===== src/bnh_pkg.sv =====
// Shared types and constants for the next-hop router.
package bnh_pkg;

	localparam int NODE_W     = 4;
	localparam int LPORT_W    = 2;
	localparam int PORT_W     = 3;
	localparam int OUT_PORT_W = 3;
	localparam int STATUS_W   = 2;
	localparam int NS_W       = 5;
	localparam int NP_W       = 3;
	localparam int CFG_IDX_W  = 1;
	localparam int CFG_DATA_W = 5;

	localparam int DEF_MAX_SWITCHES = 16;
	localparam int DEF_MAX_PORTS    = 4;

	localparam logic [CFG_IDX_W-1:0] CFG_SWITCHES = 1'b0;
	localparam logic [CFG_IDX_W-1:0] CFG_PORTS    = 1'b1;

	localparam logic [NS_W-1:0] SWITCHES_RST = 5'd16;
	localparam logic [NP_W-1:0] PORTS_RST    = 3'd4;

	localparam logic OP_WRITE = 1'b0;
	localparam logic OP_QUERY = 1'b1;

	localparam logic [STATUS_W-1:0] ST_FOUND   = 2'd0;
	localparam logic [STATUS_W-1:0] ST_SAME    = 2'd1;
	localparam logic [STATUS_W-1:0] ST_UNREACH = 2'd2;

	typedef struct packed {
		logic                operation;
		logic [NODE_W-1:0]   link_switch;
		logic [LPORT_W-1:0]  link_port;
		logic [NODE_W-1:0]   link_neighbor;
		logic [NODE_W-1:0]   source_node;
		logic                source_is_host;
		logic [NODE_W-1:0]   dest_node;
		logic                dest_is_host;
	} bnh_req_t;

	typedef struct packed {
		logic [OUT_PORT_W-1:0] out_port;
		logic [STATUS_W-1:0]   route_status;
	} bnh_rsp_t;

endpackage


===== src/bnh_stream_if.sv =====
// Valid/ready stream channel carrying one word of a given type.
interface bnh_stream_if #(
	parameter type T = logic
);
	logic valid;
	logic ready;
	T     data;

	modport source (output valid, output data, input ready);
	modport sink   (input valid, input data, output ready);
endinterface


===== src/bnh_ram.sv =====
// Generic single-write, single-read RAM with registered read data.
module bnh_ram #(
	parameter int WIDTH = 8,
	parameter int DEPTH = 16
) (
	input  logic                     clk,
	input  logic                     we,
	input  logic [$clog2(DEPTH)-1:0] waddr,
	input  logic [WIDTH-1:0]         wdata,
	input  logic [$clog2(DEPTH)-1:0] raddr,
	output logic [WIDTH-1:0]         rdata
);
	logic [WIDTH-1:0] mem [DEPTH];

	always_ff @(posedge clk) begin
		if (we) begin
			mem[waddr] <= wdata;
		end
		rdata <= mem[raddr];
	end
endmodule


===== src/bfs_next_hop_router.sv =====
// Next-hop router: link table plus breadth-first search per query.
//
//  channel | dir | handshake        | word
//  --------+-----+------------------+-------------------------------------------
//  req     | in  | valid/ready      | bnh_req_t: link write or next-hop query
//  rsp     | out | valid/ready      | bnh_rsp_t: out_port, route_status
//  cfg     | in  | cfg_we, no ready | cfg_index selects register, cfg_wdata value
//
// A link write leaves the input free; a query holds it off until its result
// moves into the output register. A search reads the source's links first,
// one link table read per port in use, then pops switches from the queue,
// checks each for the target and reads its links the same way, until the
// target is popped or the queue runs empty.
// Reset: clears control, counters and visited mask; the link table holds
// nothing until written and needs no clearing pass.
// Stalls: a finished result waits in the output register while the next word
// is accepted; only the move of a new result into it waits on rsp.ready.
module bfs_next_hop_router #(
	parameter int MAX_SWITCHES = bnh_pkg::DEF_MAX_SWITCHES,
	parameter int MAX_PORTS    = bnh_pkg::DEF_MAX_PORTS
) (
	input  logic                           clk,
	input  logic                           arst_n,
	input  logic                           cfg_we,
	input  logic [bnh_pkg::CFG_IDX_W-1:0]  cfg_index,
	input  logic [bnh_pkg::CFG_DATA_W-1:0] cfg_wdata,
	bnh_stream_if.sink                     req,
	bnh_stream_if.source                   rsp
);
	import bnh_pkg::*;

	localparam int LT_DEPTH = MAX_SWITCHES * MAX_PORTS;
	localparam int LT_AW    = $clog2(LT_DEPTH);
	localparam int Q_DEPTH  = MAX_SWITCHES;
	localparam int Q_AW     = $clog2(Q_DEPTH);
	localparam int VIS_N    = 2 ** NODE_W;

	// Controller states
	localparam logic [1:0] S_IDLE = 2'd0;	// take words
	localparam logic [1:0] S_EXP  = 2'd1;	// read the links of the current switch
	localparam logic [1:0] S_POPW = 2'd2;	// queue head arrives, check for target
	localparam logic [1:0] S_EMIT = 2'd3;	// hand result to the output register

	typedef struct packed {
		logic [NODE_W-1:0] node;
		logic [PORT_W-1:0] port;
	} qent_t;

	// Configuration
	logic [NS_W-1:0] sw_cfg_q;
	logic [NP_W-1:0] pt_cfg_q;
	logic [NS_W-1:0] ns;
	logic [NP_W-1:0] np;

	// Search state
	logic [1:0]        state_q;
	logic [VIS_N-1:0]  visited_q;
	logic [Q_AW-1:0]   head_q;
	logic [Q_AW-1:0]   tail_q;
	logic [NODE_W-1:0] cur_node_q;
	logic [PORT_W-1:0] cur_tag_q;
	logic              is_src_q;
	logic [NODE_W-1:0] dst_q;
	logic [NP_W-1:0]   port_idx_q;
	logic              rd_valid_s1;
	logic [PORT_W-1:0] rd_port_s1;
	logic              fwd_s1;
	qent_t             fwd_data_s1;
	bnh_rsp_t          res_q;
	logic              rsp_valid_q;
	bnh_rsp_t          rsp_data_q;

	// Memory ports
	logic              lt_we;
	logic [LT_AW-1:0]  lt_waddr;
	logic [LT_AW-1:0]  lt_raddr;
	logic [NODE_W-1:0] lt_rdata;
	logic              q_we;
	qent_t             q_wdata;
	qent_t             q_rdata;

	// Decode
	logic              req_fire;
	logic              query_acc;
	logic              special;
	bnh_rsp_t          spec_res;
	logic [NODE_W-1:0] nb;
	logic              enq;
	logic [PORT_W-1:0] tag;
	logic [Q_AW-1:0]   tail_nx;
	logic              issue;
	logic              exp_final;
	logic              pop_more;
	qent_t             pop_ent;
	logic              pop_hit;
	logic              emit_go;
	logic [NODE_W-1:0] lt_rnode;
	logic [NP_W-1:0]   lt_rport;

	// Clamp the configured counts to the supported range
	always_comb begin
		if (sw_cfg_q == '0) begin
			ns = NS_W'(1);
		end else if (int'(sw_cfg_q) > MAX_SWITCHES) begin
			ns = NS_W'(MAX_SWITCHES);
		end else begin
			ns = sw_cfg_q;
		end
		if (pt_cfg_q == '0) begin
			np = NP_W'(1);
		end else if (int'(pt_cfg_q) > MAX_PORTS) begin
			np = NP_W'(MAX_PORTS);
		end else begin
			np = pt_cfg_q;
		end
	end

	assign req.ready = (state_q == S_IDLE);
	assign req_fire  = req.valid && req.ready;
	assign query_acc = req_fire && (req.data.operation == OP_QUERY);

	// Queries answered without a search: host source, out-of-range ends,
	// same switch, and a host that no switch owns
	always_comb begin
		special  = 1'b1;
		spec_res = '{out_port: '0, route_status: ST_FOUND};
		if (req.data.source_is_host) begin
			spec_res.route_status = ST_FOUND;
		end else if (!(NS_W'(req.data.source_node) < ns)) begin
			spec_res.route_status = ST_UNREACH;
		end else if (req.data.dest_node == req.data.source_node) begin
			if (req.data.dest_is_host) begin
				spec_res.out_port = OUT_PORT_W'(np);
			end else begin
				spec_res.route_status = ST_SAME;
			end
		end else if (!(NS_W'(req.data.dest_node) < ns)) begin
			spec_res.route_status = req.data.dest_is_host ? ST_SAME : ST_UNREACH;
		end else begin
			special = 1'b0;
		end
	end

	// Link table write; drop writes outside the table
	assign lt_we = req_fire && (req.data.operation == OP_WRITE)
		&& (int'(req.data.link_switch) < MAX_SWITCHES)
		&& (int'(req.data.link_port) < MAX_PORTS);
	assign lt_waddr = LT_AW'(int'(req.data.link_switch) * MAX_PORTS
		+ int'(req.data.link_port));

	// Link returned for the port read last cycle: queue it if new and in range
	assign nb      = lt_rdata;
	assign enq     = (state_q == S_EXP) && rd_valid_s1 && (NS_W'(nb) < ns) && !visited_q[nb];
	assign tag     = is_src_q ? rd_port_s1 : cur_tag_q;
	assign q_we    = enq;
	assign q_wdata = '{node: nb, port: tag};
	assign tail_nx = tail_q + Q_AW'(enq);

	assign issue     = (port_idx_q < np);
	assign exp_final = (state_q == S_EXP) && !issue;
	assign pop_more  = (head_q != tail_nx);

	// Forward an entry written in the same cycle the head was read
	assign pop_ent = fwd_s1 ? fwd_data_s1 : q_rdata;
	assign pop_hit = (state_q == S_POPW) && (pop_ent.node == dst_q);
	assign emit_go = (state_q == S_EMIT) && (!rsp_valid_q || rsp.ready);

	// A popped switch starts its port 0 read straight from the queue data
	assign lt_rnode = (state_q == S_POPW) ? pop_ent.node : cur_node_q;
	assign lt_rport = (state_q == S_POPW) ? '0 : port_idx_q;
	assign lt_raddr = LT_AW'(int'(lt_rnode) * MAX_PORTS + int'(lt_rport));

	bnh_ram #(
		.WIDTH (NODE_W),
		.DEPTH (LT_DEPTH)
	) u_link_ram (
		.clk   (clk),
		.we    (lt_we),
		.waddr (lt_waddr),
		.wdata (req.data.link_neighbor),
		.raddr (lt_raddr),
		.rdata (lt_rdata)
	);

	bnh_ram #(
		.WIDTH ($bits(qent_t)),
		.DEPTH (Q_DEPTH)
	) u_queue_ram (
		.clk   (clk),
		.we    (q_we),
		.waddr (tail_q),
		.wdata (q_wdata),
		.raddr (head_q),
		.rdata (q_rdata)
	);

	// Control
	always_ff @(posedge clk or negedge arst_n) begin
		if (!arst_n) begin
			state_q     <= S_IDLE;
			sw_cfg_q    <= SWITCHES_RST;
			pt_cfg_q    <= PORTS_RST;
			rsp_valid_q <= 1'b0;
			rd_valid_s1 <= 1'b0;
			fwd_s1      <= 1'b0;
			visited_q   <= '0;
			head_q      <= '0;
			tail_q      <= '0;
			port_idx_q  <= '0;
		end else begin
			if (cfg_we) begin
				unique case (cfg_index)
					CFG_SWITCHES: sw_cfg_q <= cfg_wdata;
					CFG_PORTS:    pt_cfg_q <= cfg_wdata[NP_W-1:0];
					default: ;
				endcase
			end
			if (rsp.ready) begin
				rsp_valid_q <= 1'b0;
			end
			fwd_s1      <= q_we && (tail_q == head_q);
			rd_valid_s1 <= 1'b0;
			unique case (state_q)
				S_IDLE: begin
					if (query_acc) begin
						if (special) begin
							state_q <= S_EMIT;
						end else begin
							visited_q  <= VIS_N'(1) << req.data.source_node;
							head_q     <= '0;
							tail_q     <= '0;
							port_idx_q <= '0;
							state_q    <= S_EXP;
						end
					end
				end
				S_EXP: begin
					if (enq) begin
						visited_q[nb] <= 1'b1;
						tail_q        <= tail_nx;
					end
					if (issue) begin
						rd_valid_s1 <= 1'b1;
						port_idx_q  <= port_idx_q + NP_W'(1);
					end else if (pop_more) begin
						head_q  <= head_q + Q_AW'(1);
						state_q <= S_POPW;
					end else begin
						state_q <= S_EMIT;
					end
				end
				S_POPW: begin
					if (pop_hit) begin
						state_q <= S_EMIT;
					end else begin
						rd_valid_s1 <= 1'b1;
						port_idx_q  <= NP_W'(1);
						state_q     <= S_EXP;
					end
				end
				S_EMIT: begin
					if (emit_go) begin
						rsp_valid_q <= 1'b1;
						state_q     <= S_IDLE;
					end
				end
				default: state_q <= S_IDLE;
			endcase
		end
	end

	// Payload
	always_ff @(posedge clk) begin
		fwd_data_s1 <= q_wdata;
		if (query_acc) begin
			dst_q      <= req.data.dest_node;
			cur_node_q <= req.data.source_node;
			is_src_q   <= 1'b1;
			res_q      <= spec_res;
		end
		if ((state_q == S_EXP) && issue) begin
			rd_port_s1 <= PORT_W'(port_idx_q);
		end
		if (exp_final && !pop_more) begin
			res_q <= '{out_port: '0, route_status: ST_UNREACH};
		end
		if (pop_hit) begin
			res_q <= '{out_port: OUT_PORT_W'(pop_ent.port), route_status: ST_FOUND};
		end else if (state_q == S_POPW) begin
			cur_node_q <= pop_ent.node;
			cur_tag_q  <= pop_ent.port;
			is_src_q   <= 1'b0;
			rd_port_s1 <= '0;
		end
		if (emit_go) begin
			rsp_data_q <= res_q;
		end
	end

	assign rsp.valid = rsp_valid_q;
	assign rsp.data  = rsp_data_q;

endmodule


===== src/flat_wrapper.sv =====
// flat-port wrapper written by rule: the top's interface ports become plain ports
module bfs_next_hop_router_flat import bnh_pkg::*;
#(
	parameter int MAX_SWITCHES = bnh_pkg::DEF_MAX_SWITCHES,
	parameter int MAX_PORTS    = bnh_pkg::DEF_MAX_PORTS
)
  (clk, arst_n, cfg_we, cfg_index, cfg_wdata, req_valid, req_data, req_ready, rsp_valid, rsp_data, rsp_ready);
  bnh_stream_if #(.T(bnh_req_t)) req_i ();
  bnh_stream_if #(.T(bnh_rsp_t)) rsp_i ();
  input  logic clk;
  input  logic arst_n;
  input  logic cfg_we;
  input  logic [bnh_pkg::CFG_IDX_W-1:0] cfg_index;
  input  logic [bnh_pkg::CFG_DATA_W-1:0] cfg_wdata;
  input wire logic [$bits(req_i.valid)-1:0] req_valid;
  input wire logic [$bits(req_i.data)-1:0] req_data;
  output wire logic [$bits(req_i.ready)-1:0] req_ready;
  output wire logic [$bits(rsp_i.valid)-1:0] rsp_valid;
  output wire logic [$bits(rsp_i.data)-1:0] rsp_data;
  input wire logic [$bits(rsp_i.ready)-1:0] rsp_ready;
  assign req_i.valid = req_valid;
  assign req_i.data = req_data;
  assign req_ready = req_i.ready;
  assign rsp_valid = rsp_i.valid;
  assign rsp_data = rsp_i.data;
  assign rsp_i.ready = rsp_ready;
  bfs_next_hop_router #(.MAX_SWITCHES(MAX_SWITCHES), .MAX_PORTS(MAX_PORTS)) u_core (.clk(clk), .arst_n(arst_n), .cfg_we(cfg_we), .cfg_index(cfg_index), .cfg_wdata(cfg_wdata), .req(req_i), .rsp(rsp_i));
endmodule

===== config.mk =====
export PLATFORM = sky130hd
export DESIGN_NAME = bfs_next_hop_router_flat
export DESIGN_NICKNAME = d
export VERILOG_FILES = /design/src/bnh_pkg.sv /design/src/bnh_stream_if.sv /design/src/bnh_ram.sv /design/src/bfs_next_hop_router.sv /design/src/flat_wrapper.sv
export SDC_FILE = /design/constraint.sdc
export NUM_CORES = 1
export LEC_CHECK = 0
export BUFFER_PORTS_ARGS = -buffer_cell sky130_fd_sc_hd__buf_2
export CAP_MARGIN = 20
export CORE_ASPECT_RATIO = 0.9
export CORE_MARGIN = 2
export CORE_UTILIZATION = 60
export CTS_CLUSTER_SIZE = 20
export DETAILED_ROUTE_END_ITERATION = 7
export PLACE_DENSITY = 0.77
export SKIP_CTS_REPAIR_TIMING = 1
export SYNTH_ARGS = -nofsm -noshare
export SYNTH_HDL_FRONTEND = slang
export SYNTH_HIERARCHICAL = 1
export SYNTH_SLANG_ARGS = --single-unit

===== constraint.sdc =====
create_clock -name clk -period 11.3 [get_ports clk]
set_input_delay 0 -clock clk [delete_from_list [all_inputs] [get_ports clk]]
set_output_delay 0 -clock clk [all_outputs]
set_load 0.02 [all_outputs]

==> metrics.md <==
| Metric | Value |
|---|---|
| IO Count | 39 |
| Combinational power share | around 30% |
| CTS tree | yes |
| Distinct cell type count after synthesis | slightly below 80 |
| Vias in the first global route | 10.6k |
| FMAX | between 200 and 250 MHz |
| Pins Over Slew Limit | 0 |
| DR WL met2 | 19900 µm |
| Global-route usage over all layers | between 20% and 30% |
| DR iter-0 viols | roughly 980 |
| Register area share after synthesis | around two thirds |
| Starting density of the core | 60.5% |
| Power Dens Cells | 233 mW/mm² |
| Failing checks | negative hold slack |
| Placed insts | approximately 1.5k |
| Gate Count Post-Synth | 1128 |
| Kind of critical path | flop to flop |
| Final worst path period share | 40.9% |
| H-tree depth | 2 |
| Final ANT Viol Nets | 0 |
| Antenna Cells | 0 |
| Ys flop type | edfxtp_1 |
| Rel. slew slack | a little over a third |
| Clk pwr share | between 20% and 30% |
| Top cell type's share of synthesized area | between 50 and 60% |
| R2R cell count | 14 |
| Synth area leader | edfxtp_1 |
| Syn Area/Cell | approximately 17 µm² |
| Pin count of the biggest net entering global routing | 65 |
| Layout Cells excl Fill | about 1.7k |
| Root Driver | clkbuf_16 |
| Core area | ~0.032 mm² |
| Routed wire length | between 30000 and 40000 µm |
| Final setup viols | 0 |
| Hold path depth | 2 |
| Sequential cell fraction of total power | between 40 and 50% |
| Register bit total from synthesis | between 400 and 500 |
| Leak Pwr | between 7 and 8 nW |
| Total Neg Setup Slack | 0 ns |
| Mean routed wirelength per cell | approximately 24 µm |
| Clock-pin slew on the worst setup and hold paths | around 0.060 ns |
| First-pass GRT wire length | just over 60000 µm |
| RSZ-0062 raised after global routing | no |
| Worst skew pair latency | between 0.5 and 0.6 ns |
| Total number of vias | roughly 10k |
| TritonRoute pass-1 iters | 5 |
| Max Root-Sink Buffers | 3 |
| Layout cells sized above 1 | 18.4% |
| Initial antenna violation count | 0 |
| Critical-path maximum fanout | 30 |
| Synth Net Count | 1181 |
| Dpl ws | ~6.8 ns |
| Number of buffers created by CTS | 43 |
| Async SR Flop Fraction | ~8.9% |
| Die Wd | a little under 200 µm |
| Layout area overhead | 11.2% |
| Routability cong. | around 0.85 |
| Switch Pwr | approximately 1.6 mW |
| Top-count cell post-synth | edfxtp_1 |
| Min-delay worst type | primary input to flop |
| Data required, critical path | around 12 ns |
| Crit end category | flop |
| Uppermost layer routed | met4 |
| Clock period minus worst slack | between 4 and 5 ns |
| Die ar. | between 0.03 and 0.04 mm² |
| Met3 Wirelength | around 2500 µm |
| Total grt overflow | 0 |
| CTS Sinks | 451 |
| Syn Std Cell Area | between 0.015 and 0.02 mm² |
| HPWL after DPL | roughly 25000 µm |
| Vias per std cell | 6.33 |
| Die height | between 150 and 200 µm |
| DRC viols | 0 |
| Final worst setup slack | about 6.7 ns |
| Setup crit start kind | flop |
| PortBufs | 38 |
| Final core utilization | around two thirds |
| Crit path DAT | 4.91 ns |
| Metal-1 WL | roughly 16000 µm |
| Hold Slack | -0.0186 ns |
| Total chip power | 4.97 mW |
| Sw Share | 31.9% |
| Pint | around 3.4 mW |
| Clock Skews | ~0.032 ns |
| EDFF count, synth | about 380 |
| Final Hold Fails | 14 |
| Max-Cap Viols | 0 |
| Peak supply drop | around 280 µV |
| Worst slew pin tran | around 0.97 ns |
| Layout net count | about 1.3k |
| Top cells by area, synth | edfxtp_1, mux4_2, mux4_1 |
| Synth cell count leaders | edfxtp_1, nor2_1, mux4_2 |
| Status | finished with violations |
| Ys Warns | 6 |
| Row Count | 62 |
-- power groups by stage --
stage          combinational, mW  sequential, mW  clock [mW]
6_report                    1.49            2.12        1.36
2_1_floorplan               1.13            2.11           0
5_1_grt                     1.61            2.14        1.44
4_1_cts                     1.47            2.12        1.38
3_5_place_dp                1.46            2.15           0
3_3_place_gp                1.43            2.14           0
-- cell usage in the layout (no fill, tap or decap), drive strengths merged, types with 5 or more instances in the layout --
cell / synthesis / final
a21oi: 17 / 17
a22oi: 23 / 23
and2: 5 / 5
buf: 28 / 55
clkbuf: 22 / 57
clkinv: 1 / 19
dfrtp: 38 / 38
dfxtp: 28 / 28
dlygate4sd3: 0 / 29
edfxtp: 383 / 383
ha: 21 / 21
inv: 13 / 14
mux2: 37 / 37
mux2i: 17 / 17
mux4: 94 / 94
nand2: 41 / 41
nand2b: 21 / 21
nand3: 21 / 21
nand3b: 8 / 8
nand4b: 5 / 5
nor2: 112 / 112
nor2b: 16 / 16
nor3: 19 / 19
nor4: 9 / 9
o211ai: 8 / 8
o21ai: 52 / 52
o221ai: 8 / 8
xnor2: 13 / 13
xor2: 5 / 5
-- routing by layer --
layer	GRT usage [%]	vias to the layer above
li1	-	4663
met2	39.5	404
met3	3.56	68
met5	0	-
met4	7.03	0
met1	33.9	5355
-- worst paths after layout --
| path | startpoint | endpoint | slack [ns] |
|---|---|---|---|
| hold / removal | req_data[15] | u_core/u_link_ram/mem[48][0] | -0.02 |
| setup reg to reg | u_core/u_link_ram/rdata[2] | u_core/res_q[3] | 6.68 |
| max in group asynchronous | arst_n | u_core/head_q[0] | 10.53 |
| min in group asynchronous | arst_n | u_core/visited_q[5] | 0.13 |
| hold reg to reg | u_core/res_q[2] | u_core/rsp.data[2] | 0.42 |
| setup / recovery | u_core/u_link_ram/rdata[2] | u_core/res_q[3] | 6.68 |
-- area by class of cell --
cell class | count | area, µm²
fill | 2037 | 10400
sequential | 451 | 13100
clock inverter | 21 | 159
clock buffer | 57 | 1160
multi-input combinational | 613 | 5740
timing repair buffer | 84 | 658
tap | 416 | 520
inverter | 14 | 52.6
-- cells by family after synthesis --
| family | after synthesis | synth area share [%] |
|---|---|---|
| xor gates and xnor gates | 18 | 0.821 |
| buffers and inverters | 64 | 2.23 |
| DFF | 451 | 68.0 |
| adders and majority gates | 21 | 1.37 |
| and+or+nand+nor | 281 | 7.37 |
| muxes | 148 | 15.0 |
| AOI/OAI and AO/OA | 145 | 5.20 |
-- metrics by stage --
step,cell area [µm²],hold WS (ns)
final,21400,-0.0186
after detailed placement,19700,0.198
after global placement,19700,0.193
after floorplan,19200,-0.296
after CTS,21000,-0.381
after global routing,21400,0.0120
-- state kept, by name (all words and copies together), names as in the netlist, 2 cells and up --
register and flops:
u_core/u_queue_ram/rdata 7, u_core/visited_q 16, u_core/u_queue_ram/mem 112, u_core/fwd_data_s1 7, u_core/sw_cfg_q 5, u_core/state_q 2
u_core/cur_node_q 4, u_core/pt_cfg_q 3, u_core/port_idx_q 3, u_core/u_link_ram/rdata 4, u_core/u_link_ram/mem 256, u_core/rd_port_s1 3
u_core/head_q 4, u_core/res_q 5, u_core/tail_q 4, u_core/rsp.data 5, u_core/dst_q 4, u_core/cur_tag_q 3
-- worst max-delay path, cell delays in order (launching register included) --
cell and delay, ns:
dfxtp_1 0.95, ha_1 0.38, a21oi_1 0.15, nor3b_1 0.08
nor4_4 0.26, o211ai_4 0.20, inv_1 0.18, ha_1 0.19
ha_1 0.26, xnor2_1 0.16, nand3_1 0.11, a2111oi_0 0.77
a21oi_1 0.15, and4_1 0.26, a32o_1 0.27
No activity file was read; power rests on OpenSTA's default activity.
